`src/rtl/core/lz4fd_pkg.sv`:
```
// LZ4 frame deframer: shared types and constants.
// No dependencies; imported by the parser, the result register and the top level.
`timescale 1ns / 1ps

package lz4fd_pkg;

    typedef enum logic [10:0] {
        PH_MAGIC   = 11'b000_0000_0001,
        PH_FLG     = 11'b000_0000_0010,
        PH_BD      = 11'b000_0000_0100,
        PH_CSIZE   = 11'b000_0000_1000,
        PH_DICT    = 11'b000_0001_0000,
        PH_HC      = 11'b000_0010_0000,
        PH_BSIZE   = 11'b000_0100_0000,
        PH_PAYLOAD = 11'b000_1000_0000,
        PH_BCHK    = 11'b001_0000_0000,
        PH_CCHK    = 11'b010_0000_0000,
        PH_IDLE    = 11'b100_0000_0000
    } phase_t;

    localparam logic [1:0] KIND_PAYLOAD = 2'd0;
    localparam logic [1:0] KIND_HEADER  = 2'd1;
    localparam logic [1:0] KIND_END     = 2'd2;
    localparam logic [1:0] KIND_ERROR   = 2'd3;

    localparam logic [1:0] ST_OK        = 2'd0;
    localparam logic [1:0] ST_NOT_LZ4   = 2'd1;
    localparam logic [1:0] ST_TOO_LARGE = 2'd2;
    localparam logic [1:0] ST_TRUNC     = 2'd3;

    localparam logic [31:0] FRAME_MAGIC = 32'h184D_2204;
    localparam logic [7:0]  BD_RSVD     = 8'h8F;
    localparam logic [30:0] BLOCK_BASE  = 31'(64 << 10);

    // bit positions in the packed frame flags
    localparam int FL_DICT  = 0;
    localparam int FL_CCHK  = 1;
    localparam int FL_CSIZE = 2;
    localparam int FL_BCHK  = 3;
    localparam int FL_INDEP = 4;

    typedef struct packed {
        logic [1:0]  kind;
        logic [7:0]  out_byte;
        logic        raw_block;
        logic        block_last;
        logic        independent_blocks;
        logic        has_block_checksum;
        logic        has_content_checksum;
        logic [2:0]  size_code;
        logic        frame_csize_valid;
        logic [63:0] frame_csize;
        logic [31:0] dictionary_id;
        logic [1:0]  status;
    } lz4fd_result_t;

    // largest block length allowed for a size code of 4..7
    function automatic logic [30:0] block_limit(input logic [2:0] code);
        return BLOCK_BASE << {code[1:0], 1'b0};
    endfunction

endpackage

```
`src/rtl/core/lz4fd_ifs.sv`:
```
// LZ4 frame deframer: valid/ready channel interfaces for requests and results.
// Depends on nothing; the top level connects through these.
`timescale 1ns / 1ps

interface lz4fd_in_if;
    logic       valid;
    logic       ready;
    logic       func;
    logic [7:0] data_byte;

    modport source (output valid, output func, output data_byte, input ready);
    modport sink (input valid, input func, input data_byte, output ready);
endinterface

interface lz4fd_out_if;
    logic        valid;
    logic        ready;
    logic [1:0]  kind;
    logic [7:0]  out_byte;
    logic        raw_block;
    logic        block_last;
    logic        independent_blocks;
    logic        has_block_checksum;
    logic        has_content_checksum;
    logic [2:0]  size_code;
    logic        frame_csize_valid;
    logic [63:0] frame_csize;
    logic [31:0] dictionary_id;
    logic [1:0]  status;

    modport source (
        output valid, output kind, output out_byte, output raw_block,
        output block_last, output independent_blocks, output has_block_checksum,
        output has_content_checksum, output size_code, output frame_csize_valid,
        output frame_csize, output dictionary_id, output status,
        input ready
    );
    modport sink (
        input valid, input kind, input out_byte, input raw_block,
        input block_last, input independent_blocks, input has_block_checksum,
        input has_content_checksum, input size_code, input frame_csize_valid,
        input frame_csize, input dictionary_id, input status,
        output ready
    );
endinterface

```
`src/rtl/core/lz4fd_parser.sv`:
```
// LZ4 frame deframer: frame state machine, field gathering and result forming.
// Depends on lz4fd_pkg.
`timescale 1ns / 1ps

module lz4fd_parser
    import lz4fd_pkg::*;
(
    input  logic          clk,
    input  logic          rst_n,
    input  logic          accept,
    input  logic          func,
    input  logic [7:0]    data_byte,
    output logic          res_valid,
    output lz4fd_result_t res
);

    phase_t      phase_reg, phase_next;
    logic [2:0]  idx_reg, idx_next;
    logic [63:0] gather_reg, gather_next;
    logic [4:0]  flags_reg, flags_next;
    logic [2:0]  max_code_reg, max_code_next;
    logic [63:0] csize_reg, csize_next;
    logic [31:0] dict_reg, dict_next;
    logic [22:0] left_reg, left_next;
    logic        raw_reg, raw_next;

    logic [63:0] gather_ins;
    logic        done4;
    logic        done8;
    logic [31:0] size_word;
    logic [22:0] left_dec;
    phase_t      after_block;
    phase_t      after_bd;
    logic [1:0]  r_kind;
    logic [7:0]  r_byte;
    logic        r_raw;
    logic        r_last;
    logic [1:0]  r_status;

    always_comb
    begin
        for (int k = 0; k < 8; k++)
        begin
            gather_ins[8*k +: 8] = (idx_reg == 3'(k)) ? data_byte : gather_reg[8*k +: 8];
        end
    end

    assign done4       = (idx_reg == 3'd3);
    assign done8       = (idx_reg == 3'd7);
    assign size_word   = gather_ins[31:0];
    assign left_dec    = left_reg - 23'd1;
    assign after_block = flags_reg[FL_BCHK] ? PH_BCHK : PH_BSIZE;
    assign after_bd    = flags_reg[FL_CSIZE] ? PH_CSIZE :
                         (flags_reg[FL_DICT] ? PH_DICT : PH_HC);

    always_comb
    begin
        phase_next    = phase_reg;
        idx_next      = idx_reg;
        gather_next   = gather_reg;
        flags_next    = flags_reg;
        max_code_next = max_code_reg;
        csize_next    = csize_reg;
        dict_next     = dict_reg;
        left_next     = left_reg;
        raw_next      = raw_reg;
        res_valid     = 1'b0;
        r_kind        = KIND_PAYLOAD;
        r_byte        = 8'd0;
        r_raw         = 1'b0;
        r_last        = 1'b0;
        r_status      = ST_OK;

        if (accept && phase_reg != PH_IDLE)
        begin
            if (func)
            begin
                phase_next = PH_IDLE;
                res_valid  = 1'b1;
                if (phase_reg == PH_CCHK)
                begin
                    r_kind = KIND_END;
                end
                else
                begin
                    r_kind   = KIND_ERROR;
                    r_status = ST_TRUNC;
                end
            end
            else
            begin
                case (phase_reg)
                    PH_MAGIC, PH_DICT, PH_BSIZE, PH_BCHK, PH_CCHK:
                    begin
                        if (done4)
                        begin
                            gather_next = 64'd0;
                            idx_next    = 3'd0;
                        end
                        else
                        begin
                            gather_next = gather_ins;
                            idx_next    = idx_reg + 3'd1;
                        end
                        if (done4)
                        begin
                            case (phase_reg)
                                PH_MAGIC:
                                begin
                                    if (gather_ins[31:0] != FRAME_MAGIC)
                                    begin
                                        phase_next = PH_IDLE;
                                        res_valid  = 1'b1;
                                        r_kind     = KIND_ERROR;
                                        r_status   = ST_NOT_LZ4;
                                    end
                                    else
                                    begin
                                        phase_next = PH_FLG;
                                    end
                                end
                                PH_DICT:
                                begin
                                    dict_next  = gather_ins[31:0];
                                    phase_next = PH_HC;
                                end
                                PH_BSIZE:
                                begin
                                    if (size_word == 32'd0)
                                    begin
                                        if (flags_reg[FL_CCHK])
                                        begin
                                            phase_next = PH_CCHK;
                                        end
                                        else
                                        begin
                                            phase_next = PH_IDLE;
                                            res_valid  = 1'b1;
                                            r_kind     = KIND_END;
                                        end
                                    end
                                    else if (size_word[30:0] > block_limit(max_code_reg))
                                    begin
                                        phase_next = PH_IDLE;
                                        res_valid  = 1'b1;
                                        r_kind     = KIND_ERROR;
                                        r_status   = ST_TOO_LARGE;
                                    end
                                    else
                                    begin
                                        raw_next  = size_word[31];
                                        left_next = size_word[22:0];
                                        if (size_word[22:0] == 23'd0)
                                        begin
                                            phase_next = after_block;
                                        end
                                        else
                                        begin
                                            phase_next = PH_PAYLOAD;
                                        end
                                    end
                                end
                                PH_BCHK:
                                begin
                                    phase_next = PH_BSIZE;
                                end
                                default:
                                begin
                                    phase_next = PH_IDLE;
                                    res_valid  = 1'b1;
                                    r_kind     = KIND_END;
                                end
                            endcase
                        end
                    end
                    PH_FLG:
                    begin
                        if (data_byte[7:6] != 2'b01 || data_byte[1])
                        begin
                            phase_next = PH_IDLE;
                            res_valid  = 1'b1;
                            r_kind     = KIND_ERROR;
                            r_status   = ST_NOT_LZ4;
                        end
                        else
                        begin
                            flags_next = {data_byte[5:2], data_byte[0]};
                            phase_next = PH_BD;
                        end
                    end
                    PH_BD:
                    begin
                        if ((data_byte & BD_RSVD) != 8'd0 || !data_byte[6])
                        begin
                            phase_next = PH_IDLE;
                            res_valid  = 1'b1;
                            r_kind     = KIND_ERROR;
                            r_status   = ST_NOT_LZ4;
                        end
                        else
                        begin
                            max_code_next = data_byte[6:4];
                            phase_next    = after_bd;
                        end
                    end
                    PH_CSIZE:
                    begin
                        if (done8)
                        begin
                            gather_next = 64'd0;
                            idx_next    = 3'd0;
                            csize_next  = gather_ins;
                            phase_next  = flags_reg[FL_DICT] ? PH_DICT : PH_HC;
                        end
                        else
                        begin
                            gather_next = gather_ins;
                            idx_next    = idx_reg + 3'd1;
                        end
                    end
                    PH_HC:
                    begin
                        phase_next = PH_BSIZE;
                        res_valid  = 1'b1;
                        r_kind     = KIND_HEADER;
                    end
                    PH_PAYLOAD:
                    begin
                        left_next = left_dec;
                        res_valid = 1'b1;
                        r_kind    = KIND_PAYLOAD;
                        r_byte    = data_byte;
                        r_raw     = raw_reg;
                        r_last    = (left_dec == 23'd0);
                        if (left_dec == 23'd0)
                        begin
                            phase_next = after_block;
                        end
                    end
                    default:
                    begin
                        phase_next = PH_IDLE;
                    end
                endcase
            end
        end
    end

    always_comb
    begin
        res.kind                 = r_kind;
        res.out_byte             = r_byte;
        res.raw_block            = r_raw;
        res.block_last           = r_last;
        res.independent_blocks   = flags_reg[FL_INDEP];
        res.has_block_checksum   = flags_reg[FL_BCHK];
        res.has_content_checksum = flags_reg[FL_CCHK];
        res.size_code            = max_code_reg;
        res.frame_csize_valid    = flags_reg[FL_CSIZE];
        res.frame_csize          = csize_reg;
        res.dictionary_id        = dict_reg;
        res.status               = r_status;
    end

    always_ff @(posedge clk or negedge rst_n)
    begin
        if (!rst_n)
        begin
            phase_reg    <= PH_MAGIC;
            idx_reg      <= 3'd0;
            gather_reg   <= 64'd0;
            flags_reg    <= 5'd0;
            max_code_reg <= 3'd0;
            csize_reg    <= 64'd0;
            dict_reg     <= 32'd0;
            left_reg     <= 23'd0;
            raw_reg      <= 1'b0;
        end
        else
        begin
            phase_reg    <= phase_next;
            idx_reg      <= idx_next;
            gather_reg   <= gather_next;
            flags_reg    <= flags_next;
            max_code_reg <= max_code_next;
            csize_reg    <= csize_next;
            dict_reg     <= dict_next;
            left_reg     <= left_next;
            raw_reg      <= raw_next;
        end
    end

`ifndef NO_ASSERTIONS
    a_idle_sticks: assert property (@(posedge clk) disable iff (!rst_n)
        phase_reg == PH_IDLE |=> phase_reg == PH_IDLE)
        else $error("deframer left the idle phase before reset");

    a_payload_left: assert property (@(posedge clk) disable iff (!rst_n)
        phase_reg == PH_PAYLOAD |-> left_reg != 23'd0)
        else $error("payload phase with no bytes left");

    a_idle_silent: assert property (@(posedge clk) disable iff (!rst_n)
        phase_reg == PH_IDLE |-> !res_valid)
        else $error("result produced while idle");

    // a stream end inside the content size leaves the index where it stopped
    a_short_index: assert property (@(posedge clk) disable iff (!rst_n)
        phase_reg != PH_CSIZE && phase_reg != PH_IDLE |-> !idx_reg[2])
        else $error("field index beyond four bytes outside content size");

    a_last_leaves: assert property (@(posedge clk) disable iff (!rst_n)
        res_valid && res.kind == KIND_PAYLOAD && res.block_last
        |=> phase_reg == PH_BSIZE || phase_reg == PH_BCHK)
        else $error("last payload byte did not end the block");
`endif

endmodule

```
`src/rtl/core/lz4fd_out_stage.sv`:
```
// LZ4 frame deframer: result register between the parser and the output channel.
// Depends on lz4fd_pkg.
`timescale 1ns / 1ps

module lz4fd_out_stage
    import lz4fd_pkg::*;
(
    input  logic          clk,
    input  logic          rst_n,
    input  logic          load,
    input  lz4fd_result_t res,
    input  logic          ready,
    output logic          valid,
    output logic          free,
    output lz4fd_result_t res_q
);

    logic          valid_reg;
    logic          valid_next;
    lz4fd_result_t data_reg;

    assign free       = !valid_reg || ready;
    assign valid_next = load ? 1'b1 : (valid_reg && !ready);
    assign valid      = valid_reg;
    assign res_q      = data_reg;

    always_ff @(posedge clk or negedge rst_n)
    begin
        if (!rst_n)
        begin
            valid_reg <= 1'b0;
        end
        else
        begin
            valid_reg <= valid_next;
        end
    end

    always_ff @(posedge clk)
    begin
        if (load)
        begin
            data_reg <= res;
        end
    end

endmodule

```
`src/rtl/core/lz4_frame_deframer.sv`:
```
// LZ4 frame deframer top level: parser plus result register.
// Depends on lz4fd_pkg, lz4fd_ifs, lz4fd_parser and lz4fd_out_stage.
//
//   channel   interface        carries
//   frame     lz4fd_in_if      func, data_byte (one frame byte or stream end)
//   result    lz4fd_out_if     kind, payload byte, header fields, status
//
// One request per cycle while frame.ready is high; a result, where a request makes one, shows in the cycle after it.
// frame.ready is low only while a held result is not taken.
// rst_n clears the parser to expect the magic number and empties the result register.
// After frame end or an error, requests are taken and dropped until reset.
`timescale 1ns / 1ps

module lz4_frame_deframer
    import lz4fd_pkg::*;
(
    input  logic         clk,
    input  logic         rst_n,
    lz4fd_in_if.sink     frame,
    lz4fd_out_if.source  result
);

    logic          accept;
    logic          res_valid;
    logic          free;
    lz4fd_result_t res;
    lz4fd_result_t res_q;

    assign frame.ready = free;
    assign accept      = frame.valid && free;

    lz4fd_parser u_parser (
        .clk       (clk),
        .rst_n     (rst_n),
        .accept    (accept),
        .func      (frame.func),
        .data_byte (frame.data_byte),
        .res_valid (res_valid),
        .res       (res)
    );

    lz4fd_out_stage u_out (
        .clk   (clk),
        .rst_n (rst_n),
        .load  (res_valid),
        .res   (res),
        .ready (result.ready),
        .valid (result.valid),
        .free  (free),
        .res_q (res_q)
    );

    assign result.kind                 = res_q.kind;
    assign result.out_byte             = res_q.out_byte;
    assign result.raw_block            = res_q.raw_block;
    assign result.block_last           = res_q.block_last;
    assign result.independent_blocks   = res_q.independent_blocks;
    assign result.has_block_checksum   = res_q.has_block_checksum;
    assign result.has_content_checksum = res_q.has_content_checksum;
    assign result.size_code            = res_q.size_code;
    assign result.frame_csize_valid    = res_q.frame_csize_valid;
    assign result.frame_csize          = res_q.frame_csize;
    assign result.dictionary_id        = res_q.dictionary_id;
    assign result.status               = res_q.status;

endmodule
```
`src/flat_wrapper.sv`:
```
// flat-port wrapper written by rule: the top's interface ports become plain ports
module lz4_frame_deframer_flat import lz4fd_pkg::*;
  (clk, rst_n, frame_valid, frame_func, frame_data_byte, frame_ready, result_valid, result_kind, result_out_byte, result_raw_block, result_block_last, result_independent_blocks, result_has_block_checksum, result_has_content_checksum, result_size_code, result_frame_csize_valid, result_frame_csize, result_dictionary_id, result_status, result_ready);
  lz4fd_in_if frame_i ();
  lz4fd_out_if result_i ();
  input  logic clk;
  input  logic rst_n;
  input wire logic [$bits(frame_i.valid)-1:0] frame_valid;
  input wire logic [$bits(frame_i.func)-1:0] frame_func;
  input wire logic [$bits(frame_i.data_byte)-1:0] frame_data_byte;
  output wire logic [$bits(frame_i.ready)-1:0] frame_ready;
  output wire logic [$bits(result_i.valid)-1:0] result_valid;
  output wire logic [$bits(result_i.kind)-1:0] result_kind;
  output wire logic [$bits(result_i.out_byte)-1:0] result_out_byte;
  output wire logic [$bits(result_i.raw_block)-1:0] result_raw_block;
  output wire logic [$bits(result_i.block_last)-1:0] result_block_last;
  output wire logic [$bits(result_i.independent_blocks)-1:0] result_independent_blocks;
  output wire logic [$bits(result_i.has_block_checksum)-1:0] result_has_block_checksum;
  output wire logic [$bits(result_i.has_content_checksum)-1:0] result_has_content_checksum;
  output wire logic [$bits(result_i.size_code)-1:0] result_size_code;
  output wire logic [$bits(result_i.frame_csize_valid)-1:0] result_frame_csize_valid;
  output wire logic [$bits(result_i.frame_csize)-1:0] result_frame_csize;
  output wire logic [$bits(result_i.dictionary_id)-1:0] result_dictionary_id;
  output wire logic [$bits(result_i.status)-1:0] result_status;
  input wire logic [$bits(result_i.ready)-1:0] result_ready;
  assign frame_i.valid = frame_valid;
  assign frame_i.func = frame_func;
  assign frame_i.data_byte = frame_data_byte;
  assign frame_ready = frame_i.ready;
  assign result_valid = result_i.valid;
  assign result_kind = result_i.kind;
  assign result_out_byte = result_i.out_byte;
  assign result_raw_block = result_i.raw_block;
  assign result_block_last = result_i.block_last;
  assign result_independent_blocks = result_i.independent_blocks;
  assign result_has_block_checksum = result_i.has_block_checksum;
  assign result_has_content_checksum = result_i.has_content_checksum;
  assign result_size_code = result_i.size_code;
  assign result_frame_csize_valid = result_i.frame_csize_valid;
  assign result_frame_csize = result_i.frame_csize;
  assign result_dictionary_id = result_i.dictionary_id;
  assign result_status = result_i.status;
  assign result_i.ready = result_ready;
  lz4_frame_deframer u_core (.clk(clk), .rst_n(rst_n), .frame(frame_i), .result(result_i));
endmodule
```
`config.mk`:
```
export PLATFORM = sky130hd
export DESIGN_NAME = lz4_frame_deframer_flat
export DESIGN_NICKNAME = d
export VERILOG_FILES = /design/src/rtl/core/lz4fd_pkg.sv /design/src/rtl/core/lz4fd_ifs.sv /design/src/rtl/core/lz4fd_parser.sv /design/src/rtl/core/lz4fd_out_stage.sv /design/src/rtl/core/lz4_frame_deframer.sv /design/src/flat_wrapper.sv
export SDC_FILE = /design/constraint.sdc
export NUM_CORES = 1
export LEC_CHECK = 0
export BUFFER_PORTS_ARGS = -buffer_cell sky130_fd_sc_hd__buf_2
export CORE_ASPECT_RATIO = 1.4
export CORE_MARGIN = 2
export CORE_UTILIZATION = 40
export CTS_CLUSTER_SIZE = 30
export DETAILED_ROUTE_END_ITERATION = 16
export PLACE_DENSITY = 0.6
export SLEW_MARGIN = 40
export SYNTH_ARGS = -nofsm -noshare
export SYNTH_HDL_FRONTEND = slang
export SYNTH_SLANG_ARGS = --single-unit
```
`constraint.sdc`:
```
create_clock -name clk -period 11.87 [get_ports clk]
set_clock_uncertainty 0.05 [all_clocks]
set_input_delay 0.5935 -clock clk [delete_from_list [all_inputs] [get_ports clk]]
set_output_delay 0.5935 -clock clk [all_outputs]
set_load 0.03 [all_outputs]
```
==> results.ini <==
[die]
die_y_um = 223
die_w_um = 161
top_level_ports = 132
fp-row-count = 80
core_area_mm2 = 0.0340
start_util_pct = 40.4
dieArea_mm2 = 0.0359

[outcome]
violations = hold timing
status = finished with violations

[sta]
min_period_over_period_pct = 41.7
rsz0062_at_grt = no
drv_slew = 0
fin_crit_ps = 4950
whs_ps = -29.9
setup_violations = 0
relSlewSlack_pct = 42.1
hold_viol = 13
fin_setup_tns_ps = 0
fmax_mhz = 202
worst_pin_slew_ps = 869

[setup_path]
startpoint_type = flop
cp_max_fo = 71
r2r_cells = 15
timing.rr.start = u_core.u_parser.idx_reg[0]$_DFFE_PN0P_
cp_top_family = buffers and inverters
crit_path_end_kind = flop
cp_cell_sequence = inv_1 > ha_1 > nor2b_2 > mux2i_1 > inv_1 > ha_1 > inv_1 > o211ai_1 > a21boi_0 > a32o_1 > a2bb2o_4 > a21oi_1 > a21oi_4 > buf_4 > buf_6
required_ps = 12010
worst-setup-path-type = reg -> reg
cpMostUsedCell = inv_1
path_buf_inv = 5
cp_slowest_stage_delay_ps = 560
crit_slowest_cell = buf_6
r2r_slack_ps = 6920
r2r_end = u_core.u_out.res_q[104]$_DFFE_PP_
arrival_ps = 5090

[drt]
wl_um = 33900
vias = 9313
ant_nets = 0
initialDrtViolationCount = 751
via_per_inst = 5.36
post-route-drc-count = 0
wl_per_cell_um = 19.5
drtPass1Iterations = 7

[yosys]
yosysMostFrequentCell = dfrtp_1
syn_inst = 1165
synth-edff-count = 117
synth_area_leaders = dfrtp_1 (36%), edfxtp_1 (26%), o21ai_0 (4.2%), mux2i_1 (4.1%), nand2_1 (4.0%)
ys_types = 78
ys.warnings.count = 0
synth_common_cells = dfrtp_1 (198), nand2_1 (147), edfxtp_1 (117), o21ai_0 (116), mux2i_1 (56)
synth_area_mm2 = 0.0138
ys_seq_elements = 316
yosys.area.top_type_share_pct = 36.0
syn_area_per_cell_um2 = 11.8
yosys_most_used_dff = dfrtp_1
synth_top_area_cell = dfrtp_1
syn-num-nets = 1190
ys_async_sr_fraction_pct = 63.0
synth-seq-area-share_pct = 61.7

[clock_network]
cts-buffers-inserted = 29
ctsHoldBuffers = 0
clkTransAtPathRegs_ps = 70
htree_levels = 1
clock_sinks = 316
cts_resized = 0
cts_tree = done
cts_buffer_depth = 3
cts_setup_buffers = 0
clockRootBuffer = clkbuf_16
clkLatencyLatePin_ps = 560

[power_and_ir_drop]
p_sw_uw = 527
vdd_drop_max_uv = 117
p_per_area_mw_per_mm2 = 144
pwr-share-clk_pct = 42.4
leakagePower_nw = 6.93
comb_power_share_pct = 6.5
p_int_mw = 1.75
switching_share_pct = 23.1
p_seq_share_pct = 51.0

[grt]
gr-total-overflow = 0
first_global_vias = 9101
grt_max_degree = 121
grt_first_pass_wirelength_um = 52500
grt_use_total_pct = 18.7
antenna_found_initial = 1

[final_layout]
final_area_mm2 = 0.0158
nFillCells = 3168
final_cells = 1736
antennaDiodeCount = 0
drive_gt1_share_pct = 19.7
finalNetCount = 1288
utilization_pct = 46.4
largest_reg_flops = 117
areaGrowthSynthToFinish_pct = 14.7

[placement]
gp_congestion = 0.882
portBuffers = 131
dp_cells = 1683
postPlaceCellArea_mm2 = 0.0148
dp_hpwl_um = 22900

[run]
maxCapViolCount = 0

[worst_hold_path]
hold_class = in -> async

layout by cell type, fill, tap and decap left out, types with 5 or more instances in the layout:
master / instances
mux2i_1: 56
nor4_2: 5
clkbuf_16: 32
edfxtp_1: 117
nand2_1: 147
inv_1: 44
ha_1: 11
o31ai_1: 24
buf_4: 7
nand4_1: 5
mux2_2: 21
o21ai_0: 116
or2_2: 7
nand2b_1: 6
buf_2: 130
or3_1: 12
and3_1: 11
nor2b_1: 6
a31oi_1: 8
nor4_1: 8
nor3_1: 22
nand3_1: 18
a21oi_1: 50
nor2_1: 41
a22o_1: 42
o21ai_1: 7
dfrtp_1: 198
a32o_1: 10
clkinv_1: 6
or4_1: 8
xor2_1: 5
per-layer routing:
layer,global-route usage [%],wire (um)
met1,24.2,14400
met2,32.2,17000
met3,2.18,1300
met4,7.52,1150
met5,0,15
layout make-up:
type                            instances  area (um2)  area share (%)
Sequential cell                       316        8490            53.8
Multi-Input combinational cell        731        4820            30.6
Clock buffer                           35         791            5.01
Timing Repair Buffer                  140         753            4.77
Tap cell                              451         564            3.57
Clock inverter                         18         195            1.24
Inverter                               45         169            1.07
kinds of logic after synthesis:
kind of cell	count (synthesis)	share of synthesized area, %
xor gates and xnor gates	10	0.691
and+or+nand+nor	331	12.5
adders and majority gates	12	1.09
buffers and inverters	118	3.49
muxes	81	6.39
DFF	316	61.7
AOI/OAI and AO/OA	297	14.1
through the flow:
stage               setup slack, ps  total power, mW
floorplan                      2890             1.28
global placement               6660             1.33
detailed placement             6470             1.33
CTS                            6470             2.30
global route                   6560             2.35
finish                         6920             2.28
worst max path at each step:
stage | from | end | cells past startpoint
6_report | u_core.u_parser.idx_reg[0]$_DFFE_PN0P_ | u_core.u_out.res_q[104]$_DFFE_PP_ | 15
2_1_floorplan | u_core.u_parser.idx_reg[0]$_DFFE_PN0P_ | u_core.u_out.res_q[0]$_SDFFCE_PN0P_ | 15
3_3_place_gp | u_core.u_parser.idx_reg[0]$_DFFE_PN0P_ | u_core.u_out.res_q[103]$_DFFE_PP_ | 15
5_1_grt | u_core.u_parser.idx_reg[0]$_DFFE_PN0P_ | u_core.u_out.res_q[98]$_DFFE_PP_ | 14
4_1_cts | u_core.u_parser.idx_reg[0]$_DFFE_PN0P_ | u_core.u_out.res_q[113]$_SDFFCE_PP0P_ | 15
3_5_place_dp | u_core.u_parser.idx_reg[0]$_DFFE_PN0P_ | u_core.u_out.res_q[116]$_SDFFCE_PN0P_ | 15
power by group through the flow:
stage	clock [mW]	combinational, mW	sequential (mW)
floorplan	0	0.0743	1.21
detailed placement	0	0.150	1.18
global route	1.03	0.163	1.16
CTS	0.989	0.150	1.16
finish	0.966	0.149	1.16
global placement	0	0.147	1.18
(Power assumes the default switching activity.)
